**src/hw/rtl/x86alu_pkg.sv**
```systemverilog
package x86alu_pkg;

	localparam logic [2:0] OP_ADD = 3'd0;
	localparam logic [2:0] OP_SUB = 3'd1;
	localparam logic [2:0] OP_ADC = 3'd2;
	localparam logic [2:0] OP_SBB = 3'd3;
	localparam logic [2:0] OP_AND = 3'd4;
	localparam logic [2:0] OP_OR  = 3'd5;
	localparam logic [2:0] OP_XOR = 3'd6;

	localparam logic [1:0] SZ_BYTE = 2'd0;
	localparam logic [1:0] SZ_WORD = 2'd1;

	localparam logic [31:0] MASK_BYTE  = 32'h0000_00ff;
	localparam logic [31:0] MASK_WORD  = 32'h0000_ffff;
	localparam logic [31:0] MASK_DWORD = 32'hffff_ffff;

	typedef struct packed {
		logic [2:0]  req_type;
		logic [1:0]  op_size;
		logic [31:0] operand_a;
		logic [31:0] operand_b;
		logic        carry_in;
	} req_t;

	typedef struct packed {
		logic [31:0] result;
		logic        of;
		logic        sf;
		logic        zf;
		logic        af;
		logic        pf;
		logic        cf;
	} rsp_t;

	// aux carry write back to the kept flag
	typedef struct packed {
		logic we;
		logic af;
	} af_upd_t;

endpackage

```
**src/hw/rtl/x86_integer_alu_flags_top.sv**
```systemverilog
// channel | direction | handshake           | payload
// request | in        | in_valid / in_ready | req_type, op_size, operand_a, operand_b, carry_in
// result  | out       | out_valid/out_ready | result, overflow_flag, sign_flag, zero_flag,
//         |           |                     | aux_carry_flag, parity_flag, carry_flag
//
// two register stages: request register, then add/sub and flag logic into the result register
// one request per clock while out_ready is high; out_valid set as it enters the result register
// kept aux carry updates as an arithmetic item enters the result register, so order is kept
// reset clears both valid bits and the kept aux carry
// a stalled result holds the pipe; in_ready stays high while the request stage can move on
module x86_integer_alu_flags_top import x86alu_pkg::*; (
	input  logic        clk,
	input  logic        arst_n,
	input  logic        in_valid,
	output logic        in_ready,
	input  logic [2:0]  req_type,
	input  logic [1:0]  op_size,
	input  logic [31:0] operand_a,
	input  logic [31:0] operand_b,
	input  logic        carry_in,
	output logic        out_valid,
	input  logic        out_ready,
	output logic [31:0] result,
	output logic        overflow_flag,
	output logic        sign_flag,
	output logic        zero_flag,
	output logic        aux_carry_flag,
	output logic        parity_flag,
	output logic        carry_flag
);

	req_t    req_s1;
	logic    vld_s1;
	rsp_t    rsp_s2;
	logic    vld_s2;
	logic    af_kept_q;
	rsp_t    rsp_nxt;
	af_upd_t af_upd;
	logic    load_s2;
	logic    load_s1;

	assign load_s2  = vld_s1 && (!vld_s2 || out_ready);
	assign in_ready = !vld_s1 || load_s2;
	assign load_s1  = in_valid && in_ready;

	always_ff @(posedge clk or negedge arst_n) begin
		if (!arst_n) begin
			vld_s1    <= 1'b0;
			vld_s2    <= 1'b0;
			af_kept_q <= 1'b0;
		end else begin
			if (in_ready)
				vld_s1 <= in_valid;
			if (load_s2)
				vld_s2 <= 1'b1;
			else if (out_ready)
				vld_s2 <= 1'b0;
			if (load_s2 && af_upd.we)
				af_kept_q <= af_upd.af;
		end
	end

	always_ff @(posedge clk) begin
		if (load_s1) begin
			req_s1.req_type  <= req_type;
			req_s1.op_size   <= op_size;
			req_s1.operand_a <= operand_a;
			req_s1.operand_b <= operand_b;
			req_s1.carry_in  <= carry_in;
		end
		if (load_s2)
			rsp_s2 <= rsp_nxt;
	end

	x86alu_core u_core (
		.req     (req_s1),
		.af_kept (af_kept_q),
		.rsp     (rsp_nxt),
		.af_upd  (af_upd)
	);

	assign out_valid      = vld_s2;
	assign result         = rsp_s2.result;
	assign overflow_flag  = rsp_s2.of;
	assign sign_flag      = rsp_s2.sf;
	assign zero_flag      = rsp_s2.zf;
	assign aux_carry_flag = rsp_s2.af;
	assign parity_flag    = rsp_s2.pf;
	assign carry_flag     = rsp_s2.cf;

	// logic ops never report overflow or carry
	a_logic_clears: assert property (@(posedge clk) disable iff (!arst_n)
		load_s2 && !af_upd.we |=> !overflow_flag && !carry_flag)
		else $error("logic op left OF or CF set");

	// kept aux carry moves only with an arithmetic op entering the result register
	a_af_kept_hold: assert property (@(posedge clk) disable iff (!arst_n)
		!(load_s2 && af_upd.we) |=> $stable(af_kept_q))
		else $error("kept aux carry changed without arithmetic op");

	// logic op returns the kept aux carry
	a_logic_af: assert property (@(posedge clk) disable iff (!arst_n)
		load_s2 && !af_upd.we |=> aux_carry_flag == $past(af_kept_q))
		else $error("logic op did not return kept aux carry");

	a_zero_match: assert property (@(posedge clk) disable iff (!arst_n)
		out_valid |-> zero_flag == (result == 32'd0))
		else $error("zero flag disagrees with result");

	a_empty_ready: assert property (@(posedge clk) disable iff (!arst_n)
		!vld_s1 |-> in_ready)
		else $error("empty request stage not ready");

endmodule

```
**src/hw/rtl/x86alu_core.sv**
```systemverilog
module x86alu_core import x86alu_pkg::*; (
	input  req_t    req,
	input  logic    af_kept,
	output rsp_t    rsp,
	output af_upd_t af_upd
);

	logic [31:0] mask;
	logic [31:0] a;
	logic [31:0] b;
	logic        c;
	logic [32:0] sum;
	logic [32:0] diff;
	logic [31:0] res;
	logic [31:0] ovf_vec;
	logic [32:0] wide;
	logic        is_add;
	logic        is_sub;
	logic        top_bit;
	logic        top_ovf;
	logic        carry_out;
	logic        af_arith;

	always_comb begin
		case (req.op_size)
			SZ_BYTE: mask = MASK_BYTE;
			SZ_WORD: mask = MASK_WORD;
			default: mask = MASK_DWORD;
		endcase
	end

	assign a      = req.operand_a & mask;
	assign b      = req.operand_b & mask;
	assign is_add = (req.req_type == OP_ADD) || (req.req_type == OP_ADC);
	assign is_sub = (req.req_type == OP_SUB) || (req.req_type == OP_SBB);
	assign c      = ((req.req_type == OP_ADC) || (req.req_type == OP_SBB)) ? req.carry_in : 1'b0;

	// operands are masked, so bit at the size position is the carry or borrow
	assign sum  = {1'b0, a} + {1'b0, b} + {32'd0, c};
	assign diff = {1'b0, a} - {1'b0, b} - {32'd0, c};

	always_comb begin
		wide    = 33'd0;
		ovf_vec = 32'd0;
		case (req.req_type)
			OP_ADD, OP_ADC: begin
				wide    = sum;
				ovf_vec = (a ^ sum[31:0]) & (b ^ sum[31:0]);
			end
			OP_SUB, OP_SBB: begin
				wide    = diff;
				ovf_vec = (a ^ b) & (a ^ diff[31:0]);
			end
			OP_AND:  wide = {1'b0, a & b};
			OP_OR:   wide = {1'b0, a | b};
			OP_XOR:  wide = {1'b0, a ^ b};
			default: wide = 33'd0;
		endcase
	end

	assign res = wide[31:0] & mask;

	always_comb begin
		case (req.op_size)
			SZ_BYTE: begin
				top_bit   = res[7];
				top_ovf   = ovf_vec[7];
				carry_out = wide[8];
			end
			SZ_WORD: begin
				top_bit   = res[15];
				top_ovf   = ovf_vec[15];
				carry_out = wide[16];
			end
			default: begin
				top_bit   = res[31];
				top_ovf   = ovf_vec[31];
				carry_out = wide[32];
			end
		endcase
	end

	assign af_arith = a[4] ^ b[4] ^ res[4];

	assign rsp.result = res;
	assign rsp.of     = (is_add || is_sub) ? top_ovf : 1'b0;
	assign rsp.cf     = (is_add || is_sub) ? carry_out : 1'b0;
	assign rsp.sf     = top_bit;
	assign rsp.zf     = (res == 32'd0);
	assign rsp.af     = (is_add || is_sub) ? af_arith : af_kept;
	assign rsp.pf     = ~^res[7:0];

	assign af_upd.we = is_add || is_sub;
	assign af_upd.af = af_arith;

endmodule
```
**config.mk**
```make
export PLATFORM = sky130hd
export DESIGN_NAME = x86_integer_alu_flags_top
export DESIGN_NICKNAME = d
export VERILOG_FILES = /design/src/hw/rtl/x86alu_pkg.sv /design/src/hw/rtl/x86_integer_alu_flags_top.sv /design/src/hw/rtl/x86alu_core.sv
export SDC_FILE = /design/constraint.sdc
export NUM_CORES = 1
export LEC_CHECK = 0
export BUFFER_PORTS_ARGS = -buffer_cell sky130_fd_sc_hd__buf_2
export CAP_MARGIN = 20
export CORE_MARGIN = 3
export CORE_UTILIZATION = 50
export DETAILED_ROUTE_END_ITERATION = 7
export GPL_ROUTABILITY_DRIVEN = 0
export GPL_TIMING_DRIVEN = 0
export HOLD_SLACK_MARGIN = 0.12
export PLACE_DENSITY = 0.7
export SLEW_MARGIN = 20
export SYNTH_ARGS = -nofsm -noshare
export SYNTH_HDL_FRONTEND = slang
export SYNTH_SLANG_ARGS = --single-unit
```
**constraint.sdc**
```tcl
create_clock -name clk -period 5.8 [get_ports clk]
set_input_delay 0 -clock clk [delete_from_list [all_inputs] [get_ports clk]]
set_output_delay 0 -clock clk [all_outputs]
set_load 0.05 [all_outputs]
```
* Yosys cells after proc, flatten, opt, wreduce, memory -nomap -nowiden
Cells that the tools add are included. W data, S select, Z words.
Cells by class: add/subtract/negate cells 4, eq/ne operators 7, multiplexer cells 10, bitwise operators 13, reduce and logical (&&, ||, !) cells 18
Operators with widths (count):
- $and A32 B32 Y32 | 6
- $pmux W33 S5 | 1
- $pmux W32 S2 | 2
- $xor A32 B32 Y32 | 4
- $add A32 B32 Y33 | 1
- $add A33 B1 Y33 | 1
- $sub A32 B32 Y33 | 1
- $sub A33 B1 Y33 | 1
- $logic_not A32 Y1 | 1
- $or A32 B32 Y32 | 1
- $eq A3 B3 Y1 const B | 3
- $reduce_xnor A8 Y1 | 1
- $eq A3 B2 Y1 const B | 2
- $logic_or A1 B1 Y1 | 6
- $pmux W1 S2 | 3
- $mux W1 | 4
- $reduce_or A2 Y1 | 2
- $eq A3 B1 Y1 const B | 1
- $logic_and A1 B1 Y1 | 3
- $logic_not A3 Y1 | 1
- $eq A2 B1 Y1 const B | 1
- $logic_not A1 Y1 | 2
- $logic_not A2 Y1 | 1
- $reduce_bool A2 Y1 | 1
- $xor A1 B1 Y1 | 2
Storage, ports and cells: input bits 74, word-level logic and storage cells 67, flip-flop bits (word level) 111, output and inout port bits 40

* Longest topological paths before layout
Gate-level depths: netlist of the first run.
depth in word-level cells 9, depth in mapped cells 25, gate-level depth less buffers 21

* Hierarchy
From an unflattened synthesis of the first run, not the netlist that was laid out.
Unflattened totals: cell total of the unflattened synthesis 1067, area, all modules 9889.5 µm²
By module, submodules not included:
- x86alu_core | instances 1, cells each 948, area each 6503.7 µm², seq. area each 0.0 µm²
- x86_integer_alu_flags_top | instances 1, cells each 119, area each 3385.7 µm², seq. area each 3318.2 µm²

* Least setup slack after synthesis of the first run
OpenSTA, ideal clock, no wires.
path kind register -> register, start reg req_s1[68] (netlist name), end reg rsp_s2 (netlist bit zero_flag), data pin, path slack 0.659 ns, path buffers 5, clock period less this slack 5.141 ns, cell stages (with the launch flop) 25, data required time 5.650 ns, setup time 0.150 ns, arrival 4.991 ns, path through edfxtp_1 clkbuf_1 buf_2 buf_1 buf_2 buf_2 nand3_1 fa_1 inv_1 ha_1 nor2_1 fa_1 nor3b_1 o21a_1 xnor2_1 nand2_1 o21ai_0 o21ai_0 ha_1 nand4_1 a21oi_1 or4b_1 nor4_1 nand4_1 nor3_2
RTL lines:
- start, declared | RTL line x86_integer_alu_flags_top.sv:32 | req_t req_s1;
- end signal, assigned | RTL line x86_integer_alu_flags_top.sv:72 | rsp_s2 <= rsp_nxt;
- end, declared | RTL line x86_integer_alu_flags_top.sv:34 | rsp_t rsp_s2;

==> run summary, run 1 <==
post-synth net total: 1318
ys async rst share: 2.70%
Area after DPL: 10900 sq um
top cells by area, synth: edfxtp_1 (32%), ha_1 (16%), inv_1 (4.6%), nand2_1 (4.4%), a21oi_1 (3.5%)
mapped cell area: 9980 sq um
dpl hpwl: 21.7 mm
status: finished clean
initial antenna violation count: 0
synth-to-layout area growth: 20.3%
Internal: 1.75 mW
Fin Hold WS: 0.310 ns
Initial DRC Count: 1045
fraction of power spent switching nets: 40.2%
clock skew after layout: 0.0227 ns
YS warnings: 0
Switch Pwr: 1.17 mW
clock buffer count from CTS: 9
root buf cell: clkbuf_16
HP Class: input port to flop
CP max FO: 10
Final Power: 2.92 mW
WL final: 28.7 mm
measured slew at the worst slew-check pin: 0.792 ns
Die H: 147 um
nets@finish: 1518
register bit total from synthesis: 111
gr usage total: 26.1%
Lkg Pwr: 5.34 nW
min cycle time layout: 5.57 ns
type of the worst setup path: flop to flop
H-tree depth: 3
post-route DRC violation count: 0
final setup fails: 0
n_diodes: 0
clock power share: 22.3%
Critical Path RT: 6.03 ns
vias in the first global route: 8658
worst rel slew slack: 45.8%
CTS sink count: 111
Placeable Area: 19500 sq um
largest area contributor in the netlist: edfxtp_1
via count: 9276
clock latency on the worst-skew pair: 0.39 ns
initial core utilization: 51.1%
Buffers on Ports: 113
synth unique cells: 77
largest net degree at the start of global routing: 38
Fillers: 1714
Avg Inst Size Synth: 8.99 sq um
Comb power frac: 43.5%
row cnt: 51
fin util: 61.5%
design area: 12000 sq um
Seq pwr share: 34.3%
Max Freq: 180 MHz
CP Launch Type: flop
register area share after synthesis: 33.2%
crit share post-route: 96.0%
setup_tns: 0 ns
Antenna Nets Post-Route: 0
via/cell ratio: 5.87
Clk pin slew, worst setup/hold paths: 0.10 ns
layout cells sized above 1: 12.7%
worst vdd ir: 0.000140 V
Longest Clk Path Bufs: 2
Worst EP arrival: 5.79 ns
RSZ-0062 raised after global routing: false
max-cap violation count: 0
GRT overflow: 0
Die ar.: 21700 sq um
Slew Viols, Final: 0
dominant synthesized flop cell: edfxtp_1
Gate Count Post-Synth: 1110
P per Cell Area: 243 nW/um^2
critical path endpoint category: flop
first-pass GRT wire length: 45.0 mm
# IOs: 114
TritonCTS clock tree: done
drt wl/cell: 18.1 um
top cell type's share of synthesized area: 32.5%
final hold vios: 0
number of synthesized flops with an enable pin: 108
drt pass-1 iters: 5
die width: 147 um
==> layer usage <==
metal  global-route usage [%]  up-vias  wire length [um]
met5                        0        -                 0
met4                     8.67        0               727
met3                     4.60       60              2880
li1                         -     4444                 -
met2                     40.4      494             12600
met1                     37.1     4278             12400
==> placed cells by master (no fill, tap or decap), drive strengths merged, types with 7 or more instances in the layout <==
cell type,netlist,final
and3,13,13
nor3,20,20
o221ai,16,16
xor2,12,12
buf,14,129
o211ai,12,12
dlygate4sd3,0,75
a31oi,8,8
o21ai,59,59
nand3,26,26
and2,13,13
clkbuf,32,40
o22ai,22,22
o21a,15,15
nand2b,12,12
a21o,23,23
ha,130,130
edfxtp,108,108
xnor2,32,32
a21oi,72,72
nand4,9,9
a211oi,17,17
inv,121,124
nor2b,11,11
or3,7,7
nand2,117,117
nor2,56,56
mux2i,33,33
==> cells by family after synthesis <==
logic type               after synthesis  share of synthesized area (%)
AO/OA/AOI/OAI                        306                           20.6
XOR/XNOR                              44                           3.86
adder cells (fa/ha/maj)              134                           17.1
buffers and inverters                167                           6.38
flip-flops                           111                           33.2
multiplexers                          35                           3.54
AND/OR/NAND/NOR                      313                           15.2
==> cells in the mapped netlist, types with 4 or more instances <==
cell type / instances
ha_1: 130
inv_1: 121
nand2_1: 117
edfxtp_1: 108
a21oi_1: 70
nor2_1: 56
o21ai_0: 53
mux2i_1: 33
clkbuf_1: 32
xnor2_1: 32
nand3_1: 26
a21o_1: 22
o22ai_1: 22
nor3_1: 19
a211oi_1: 17
o221ai_1: 16
o21a_1: 15
and2_1: 13
and3_1: 13
nand2b_1: 12
o211ai_1: 12
xor2_1: 12
nor2b_1: 11
nand4_1: 9
a31oi_1: 8
buf_2: 8
or3_1: 7
buf_1: 6
nor3b_1: 6
o21ai_1: 5
o31ai_1: 5
o41ai_1: 5
a2111oi_0: 4
a211o_1: 4
a21boi_0: 4
a311oi_1: 4
and4_1: 4
fa_1: 4
o2111ai_1: 4
or2_2: 4
==> worst max-delay path, cell delays in order, from the launching register on <==
cell and delay [ns]:
edfxtp_1 0.51, clkbuf_1 0.57, buf_2 0.41, buf_1 0.51, buf_1 0.50, buf_1 0.43, clkbuf_1 0.45, o221ai_1 0.20
o21ai_0 0.22, ha_1 0.23, nand4_1 0.12, a21oi_1 0.13, or4b_1 0.47, nor4_1 0.25, nand4_1 0.24, nor3_2 0.19
==> worst paths after layout <==
kind,start,endpoint,slack (ns),cells after the start
worst max-delay path,req_s1[67],zero_flag,0.23,15
worst min-delay path,operand_a[25],req_s1[58],0.31,2
worst max register to register,req_s1[67],zero_flag,0.23,15
worst min register to register,vld_s1,out_valid,0.52,1
max in group asynchronous,arst_n,vld_s1,5.10,3
min in group asynchronous,arst_n,af_kept_q,0.54,3
==> through the flow <==
stage               setup WS, ns  std cells
detailed placement        -0.823       1490
global placement          -0.763       1488
CTS                       0.0563       1579
global route             0.00493       1580
finish                     0.233       1580
floorplan                  0.659       1110
==> state kept, by name, indices dropped and copies added (netlist names) <==
| register | count |
|---|---|
| af_kept_q | 1 |
| aux_carry_flag | 1 |
| carry_flag | 1 |
| out_valid | 1 |
| overflow_flag | 1 |
| parity_flag | 1 |
| req_s1 | 70 |
| result | 32 |
| sign_flag | 1 |
| vld_s1 | 1 |
| zero_flag | 1 |
==> repair_timing <==
action | 4_1_cts | 5_1_grt
endpoints found under the hold margin | 75 | 0
resized for setup | 2 | 11
hold buffers | 75 | 0
setup endpoints to repair | 9 | 3
buffers inserted | 0 | 2
==> power groups by stage <==
stage	combinational [mW]	clock [mW]	sequential [mW]
after global routing	1.38	0.685	1.01
after detailed placement	1.19	0	1.02
after CTS	1.24	0.656	1.00
after global placement	1.17	0	1.02
after floorplan	0.768	0	1.14
final	1.27	0.650	1.00
==> area by class of cell <==
cell class                      count  area [sq um]  share of cell area, %
Timing Repair Buffer              192          1370                   11.4
Clock buffer                        9           225                   1.88
Buffer                             43           189                   1.57
Inverter                          121           458                   3.82
Clock inverter                      7          75.1                  0.625
Multi-Input combinational cell    832          6030                   50.3
Tap cell                          265           332                   2.76
Sequential cell                   111          3320                   27.6
Power figures use the tool's default switching activity.
==> inputs of run 2 (changes only) <==
--- a/config.mk
+++ b/config.mk
@@ -17,4 +17,5 @@
 export SLEW_MARGIN = 20
 export SYNTH_ARGS = -nofsm -noshare
 export SYNTH_HDL_FRONTEND = slang
+export SYNTH_HIERARCHICAL = 1
 export SYNTH_SLANG_ARGS = --single-unit
==> run 2 against run 1 <==
Net effect: clock skew decreased by 0.014 ns; sequential cell count unchanged; critical endpoint unchanged; count of clock-buffer cells in the layout increased by 1; combinational power barely moved; sequential power barely moved; critical path depth increased by 5; sequential share of layout area up 0.36 points; clock power fell by 9.2%; largest cell class unchanged; final cell count fell by 3.1%; cell area fell by 1.3%; die area is 0.88% lower.
==> run summary, run 2 <==
status: finished clean
final hold vios: 0
Worst EP arrival: 5.78 ns
Biggest register: req_s1
register bit total from synthesis: 111
critical path endpoint category: flop
gr usage total: 26.0%
post-route DRC violation count: 0
fin util: 62.1%
Clk pin slew, worst setup/hold paths: 0.08 ns
max-cap violation count: 0
layout cells sized above 1: 14.6%
WL final: 28.3 mm
Initial DRC Count: 1014
Worst Slack Setup Final: 0.203 ns
Max Freq: 179 MHz
Slew Viols, Final: 0
CP peak stage delay: 0.69 ns
Die H: 147 um
via count: 8915
largest area contributor in the netlist: edfxtp_1
ys async rst share: 2.70%
synth unique cells: 86
vias in the first global route: 8792
die width: 147 um
Slowest cell on crit path: edfxtp_1
top cells by count, synth: ha_1 (130), inv_1 (127), nand2_1 (117)
Critical Path, Cell by Cell: clkinvlp_4, nand3_1, fa_1, inv_1, ha_1, nor2_1, fa_1, nand2b_1, and3_1, o21ai_0, nand3_1, o21ai_0, o21ai_0, ha_1, nand4_1, a311oi_1, nand4b_1, nor4_1, nand4_1, nor4_2
HP Class: input port to flop
worst vdd ir: 0.000155 V
dominant synthesized flop cell: edfxtp_1
final setup fails: 0
Critical Path RT: 5.99 ns
mapped cell area: 9890 sq um
top-count cell post-synth: ha_1
Longest Clk Path Bufs: 2
CP Launch Point: req_s1[69]
dpl hpwl: 21.0 mm
RSZ-0062 raised after global routing: false
first-pass GRT wire length: 44.8 mm
Critical Path Stages: 20
H-tree depth: 3
critical path's most frequent cell: o21ai_0
CP Launch Type: flop
crit share post-route: 96.5%
Lkg Pwr: 5.34 nW
Buffers on Ports: 113
post-synth net total: 1275
TritonCTS clock tree: done
GRT overflow: 0
synth-to-layout area growth: 19.8%
register area share after synthesis: 33.6%
row cnt: 50
min cycle time layout: 5.60 ns
initial antenna violation count: 0
Gate Count Post-Synth: 1067
root buf cell: clkbuf_16
measured slew at the worst slew-check pin: 1.09 ns
design area: 11800 sq um
Area after DPL: 10800 sq um
nets@finish: 1473
commonest non-fill, non-tap cell in the layout: ha_1
type of the worst setup path: flop to flop
drt pass-1 iters: 6
clock latency on the worst-skew pair: 0.36 ns
YS warnings: 6
Avg Inst Size Synth: 9.27 sq um
Final Non-Filler Cells: 1531
Post-Place Cells: 1442
CP delay by family, top: simple AND/OR/NAND/NOR gates
max reg flops: 70
Fin Hold WS: 0.339 ns
Placeable Area: 19100 sq um
clock skew after layout: 0.00863 ns
most frequent cells in the layout: ha_1 (130), inv_1 (127), nand2_1 (117), buf_2 (114), edfxtp_1 (108)
FF-to-FF Start: req_s1[69]
CTS sink count: 111
FF-to-FF path depth: 20
Die ar.: 21500 sq um
# IOs: 114
P per Cell Area: 243 nW/um^2
top cells by area, synth: edfxtp_1 (33%), ha_1 (16%), inv_1 (4.8%), nand2_1 (4.4%), a21oi_1 (3.6%)
largest net degree at the start of global routing: 44
via/cell ratio: 5.82
clock buffer count from CTS: 9
worst rel slew slack: 27.3%
top cell type's share of synthesized area: 32.8%
drt wl/cell: 18.5 um
number of synthesized flops with an enable pin: 108
CP max FO: 11
setup_tns: 0 ns
worst hold start: operand_b[1]
Final Power: 2.88 mW
CP bufs+invs: 2
hold path depth: 2
Setup WS pre-CTS: -0.708 ns
initial core utilization: 51.8%
Antenna Nets Post-Route: 0
## run 2: cells by family (layout without fill, tap and decap cells)
kind of cell / Yosys count / in the layout / synth area share [%]
other: 0 / 1 / 0
DFF: 111 / 111 / 33.6
buffers and inverters: 176 / 379 / 6.86
and+or+nand+nor: 273 / 273 / 13.0
muxes: 38 / 38 / 3.93
adders and majority gates: 134 / 134 / 17.3
AOI/OAI and AO/OA: 281 / 281 / 20.4
xor gates and xnor gates: 54 / 54 / 4.92
## run 2: routing by layer
metal  up-vias  part of all wire [%]  GRT usage, %  routed length, um
li1       4213                     -             -                  -
met1      4160                    41          33.1              11500
met2       446                    47          44.0              13400
met3        96                   7.8          4.10               2200
met4         0                   4.2          11.2               1190
met5         -                     0             0                  0
## run 2: area by class of cell
cell class,count,area [sq um]
antenna,1,2.50
buffer,45,189
clock buffer,10,229
clock inverter,6,46.3
fill,1646,7230
inverter,128,484
multi-input combinational,780,5900
sequential,111,3320
tap,260,325
timing repair buffer,190,1360
## run 2: final timing paths
check	endpoint	slack [ns]
worst min-delay path	req_s1[2]	0.34
max in group asynchronous	vld_s1	5.05
worst max-delay path	zero_flag	0.20
worst max register to register	zero_flag	0.20
min in group asynchronous	out_valid	0.58
worst min register to register	af_kept_q	0.52
## run 2: what timing repair did
action                                  CTS  global route
endpoints found under the hold margin    75             0
setup buffers                             0             0
gates resized for setup                   0             3
hold buffers                             75             0
endpoints found under the setup margin    3             1
## run 2: worst reg2reg max path: cells and delay by family, from the launching register on
kind,cells,cell delay (ns)
AOI/OAI and AO/OA,4,0.99
buffers and inverters,2,0.51
adders and majority gates,4,1.31
DFF,1,0.69
and+or+nand+nor,10,1.94
## run 2: report_power, final
part           switching, mW  internal [mW]
combinational          0.805          0.481
sequential            0.0277          0.973
clock                  0.295          0.295
total                   1.13           1.75
==> inputs of run 3 (changes only) <==
--- a/config.mk
+++ b/config.mk
@@ -7,6 +7,7 @@
 export LEC_CHECK = 0
 export BUFFER_PORTS_ARGS = -buffer_cell sky130_fd_sc_hd__buf_2
 export CAP_MARGIN = 20
+export CORE_ASPECT_RATIO = 1.25
 export CORE_MARGIN = 3
 export CORE_UTILIZATION = 50
 export DETAILED_ROUTE_END_ITERATION = 7
@@ -14,6 +15,7 @@
 export GPL_TIMING_DRIVEN = 0
 export HOLD_SLACK_MARGIN = 0.12
 export PLACE_DENSITY = 0.7
+export REMOVE_ABC_BUFFERS = 1
 export SLEW_MARGIN = 20
 export SYNTH_ARGS = -nofsm -noshare
 export SYNTH_HDL_FRONTEND = slang
==> run 3 against run 2 <==
Net effect: routed wire length shrank 7.5%; combinational power fell by 3%; sequential cell count is the same; largest cell class unchanged; clock skew is 0.0021 ns higher; critical endpoint unchanged; total power rose by 2.0%; critical path depth decreased by 1.
==> run summary, run 3 (synthesized netlist as in run 2, its figures left out) <==
type of the worst setup path: flop to flop
design area: 11900 sq um
layout cells sized above 1: 15.7%
critical path endpoint category: flop
Longest Clk Path Bufs: 2
CP Launch Type: flop
synth-to-layout area growth: 20.3%
TritonCTS clock tree: done
initial core utilization: 51.9%
measured slew at the worst slew-check pin: 1.00 ns
post-route DRC violation count: 0
clock buffer count from CTS: 9
Placeable Area: 19100 sq um
via/cell ratio: 5.66
die width: 132 um
Final Power: 2.93 mW
vias in the first global route: 8342
H-tree depth: 3
CP max FO: 20
dpl hpwl: 19.2 mm
worst rel slew slack: 32.9%
Worst EP arrival: 5.75 ns
Die H: 163 um
max-cap violation count: 0
FF-to-FF path depth: 19
largest net degree at the start of global routing: 40
setup_tns: 0 ns
n_diodes: 0
initial antenna violation count: 0
root buf cell: clkbuf_16
Biggest register: req_s1
Max Freq: 180 MHz
CTS sink count: 111
Fillers: 1629
clock latency on the worst-skew pair: 0.37 ns
Lkg Pwr: 5.39 nW
max reg flops: 70
Die ar.: 21500 sq um
Critical Path RT: 5.99 ns
Clk pin slew, worst setup/hold paths: 0.08 ns
Buffers on Ports: 113
min cycle time layout: 5.56 ns
P per Cell Area: 247 nW/um^2
Comb power frac: 42.7%
hold path depth: 2
Slew Viols, Final: 0
commonest non-fill, non-tap cell in the layout: ha_1
nets@finish: 1442
Seq pwr share: 34.2%
clock skew after layout: 0.0107 ns
HP Class: input port to flop
Antenna Nets Post-Route: 0
worst vdd ir: 0.000142 V
Switch Pwr: 1.10 mW
GRT overflow: 0
clock power share: 23.1%
fraction of power spent switching nets: 37.4%
WL final: 26.2 mm
Internal: 1.84 mW
RSZ-0062 raised after global routing: false
# IOs: 114
drt pass-1 iters: 5
status: finished clean
row cnt: 56
first-pass GRT wire length: 42.3 mm
via count: 8494
Initial DRC Count: 638
final setup fails: 0
drt wl/cell: 17.5 um
most frequent cells in the layout: ha_1 (130), inv_1 (127), nand2_1 (117), buf_2 (113), edfxtp_1 (108)
final hold vios: 0
Area after DPL: 10800 sq um
gr usage total: 24.4%
crit share post-route: 95.8%
run 3: power by group through the flow:
stage	logic, mW	registers, mW	clock network (mW)
after floorplan	0.767	1.15	0
after global placement	1.13	1.05	0
after detailed placement	1.18	1.02	0
after CTS	1.23	1.01	0.697
after global routing	1.37	1.01	0.734
final	1.25	1.00	0.677
run 3: stage by stage:
stage          util [%]  setup slack [ns]  cells  hold WS, ns
4_1_cts            62.2            0.0402   1494        0.320
5_1_grt            62.4           0.00834   1500        0.327
2_1_floorplan         -             0.884   1019       -0.296
6_report           62.4             0.242   1500        0.332
3_3_place_gp       55.5             -1.19   1393       -0.203
3_5_place_dp       56.6            -0.118   1403       -0.201
run 3: final timing paths:
path,start,end,slack [ns]
setup reg to reg,req_s1[69],zero_flag,0.24
max in group asynchronous,arst_n,out_valid,5.15
hold reg to reg,af_kept_q,af_kept_q,0.51
hold / removal,req_type[2],req_s1[69],0.33
setup / recovery,req_s1[69],zero_flag,0.24
min in group asynchronous,arst_n,af_kept_q,0.50
run 3: metal layers:
metal,global-route usage [%],wire [um],vias up
li1,-,-,4136
met1,31.3,11200,4032
met2,42.3,12900,277
met3,3.36,1310,49
met4,9.17,741,0
met5,0,0,-
run 3: cell type report:
class,count,area (sq um),area share (%)
multi-input combinational,780,5900,49.6
clock buffer,10,229,1.92
sequential,111,3320,27.9
tap,261,327,2.74
clock inverter,6,90.1,0.757
timing repair buffer,204,1550,13.1
inverter,128,480,4.04
run 3: critical path, stage by stage (launching register included):
cell      delay (ns)
edfxtp_1        0.40
buf_8           0.20
buf_16          0.17
clkinv_1        0.31
nand3_1         0.22
fa_1            0.48
ha_1            0.23
o21ai_1         0.25
nand3_1         0.25
a41oi_2         0.36
xnor2_1         0.15
mux2_2          0.28
o21ai_1         0.42
ha_1            0.24
nand4_1         0.15
a311oi_1        0.31
nand4b_1        0.15
nor4_1          0.38
nand4_1         0.18
nor4_2          0.23
run 3: repair_timing:
action	in CTS	in global routing
resized for setup	1	0
endpoints found under the hold margin	75	0
setup buffers	0	6
setup endpoints to repair	1	2
pin swaps	0	0
hold buffers	75	0
gates cloned	0	0
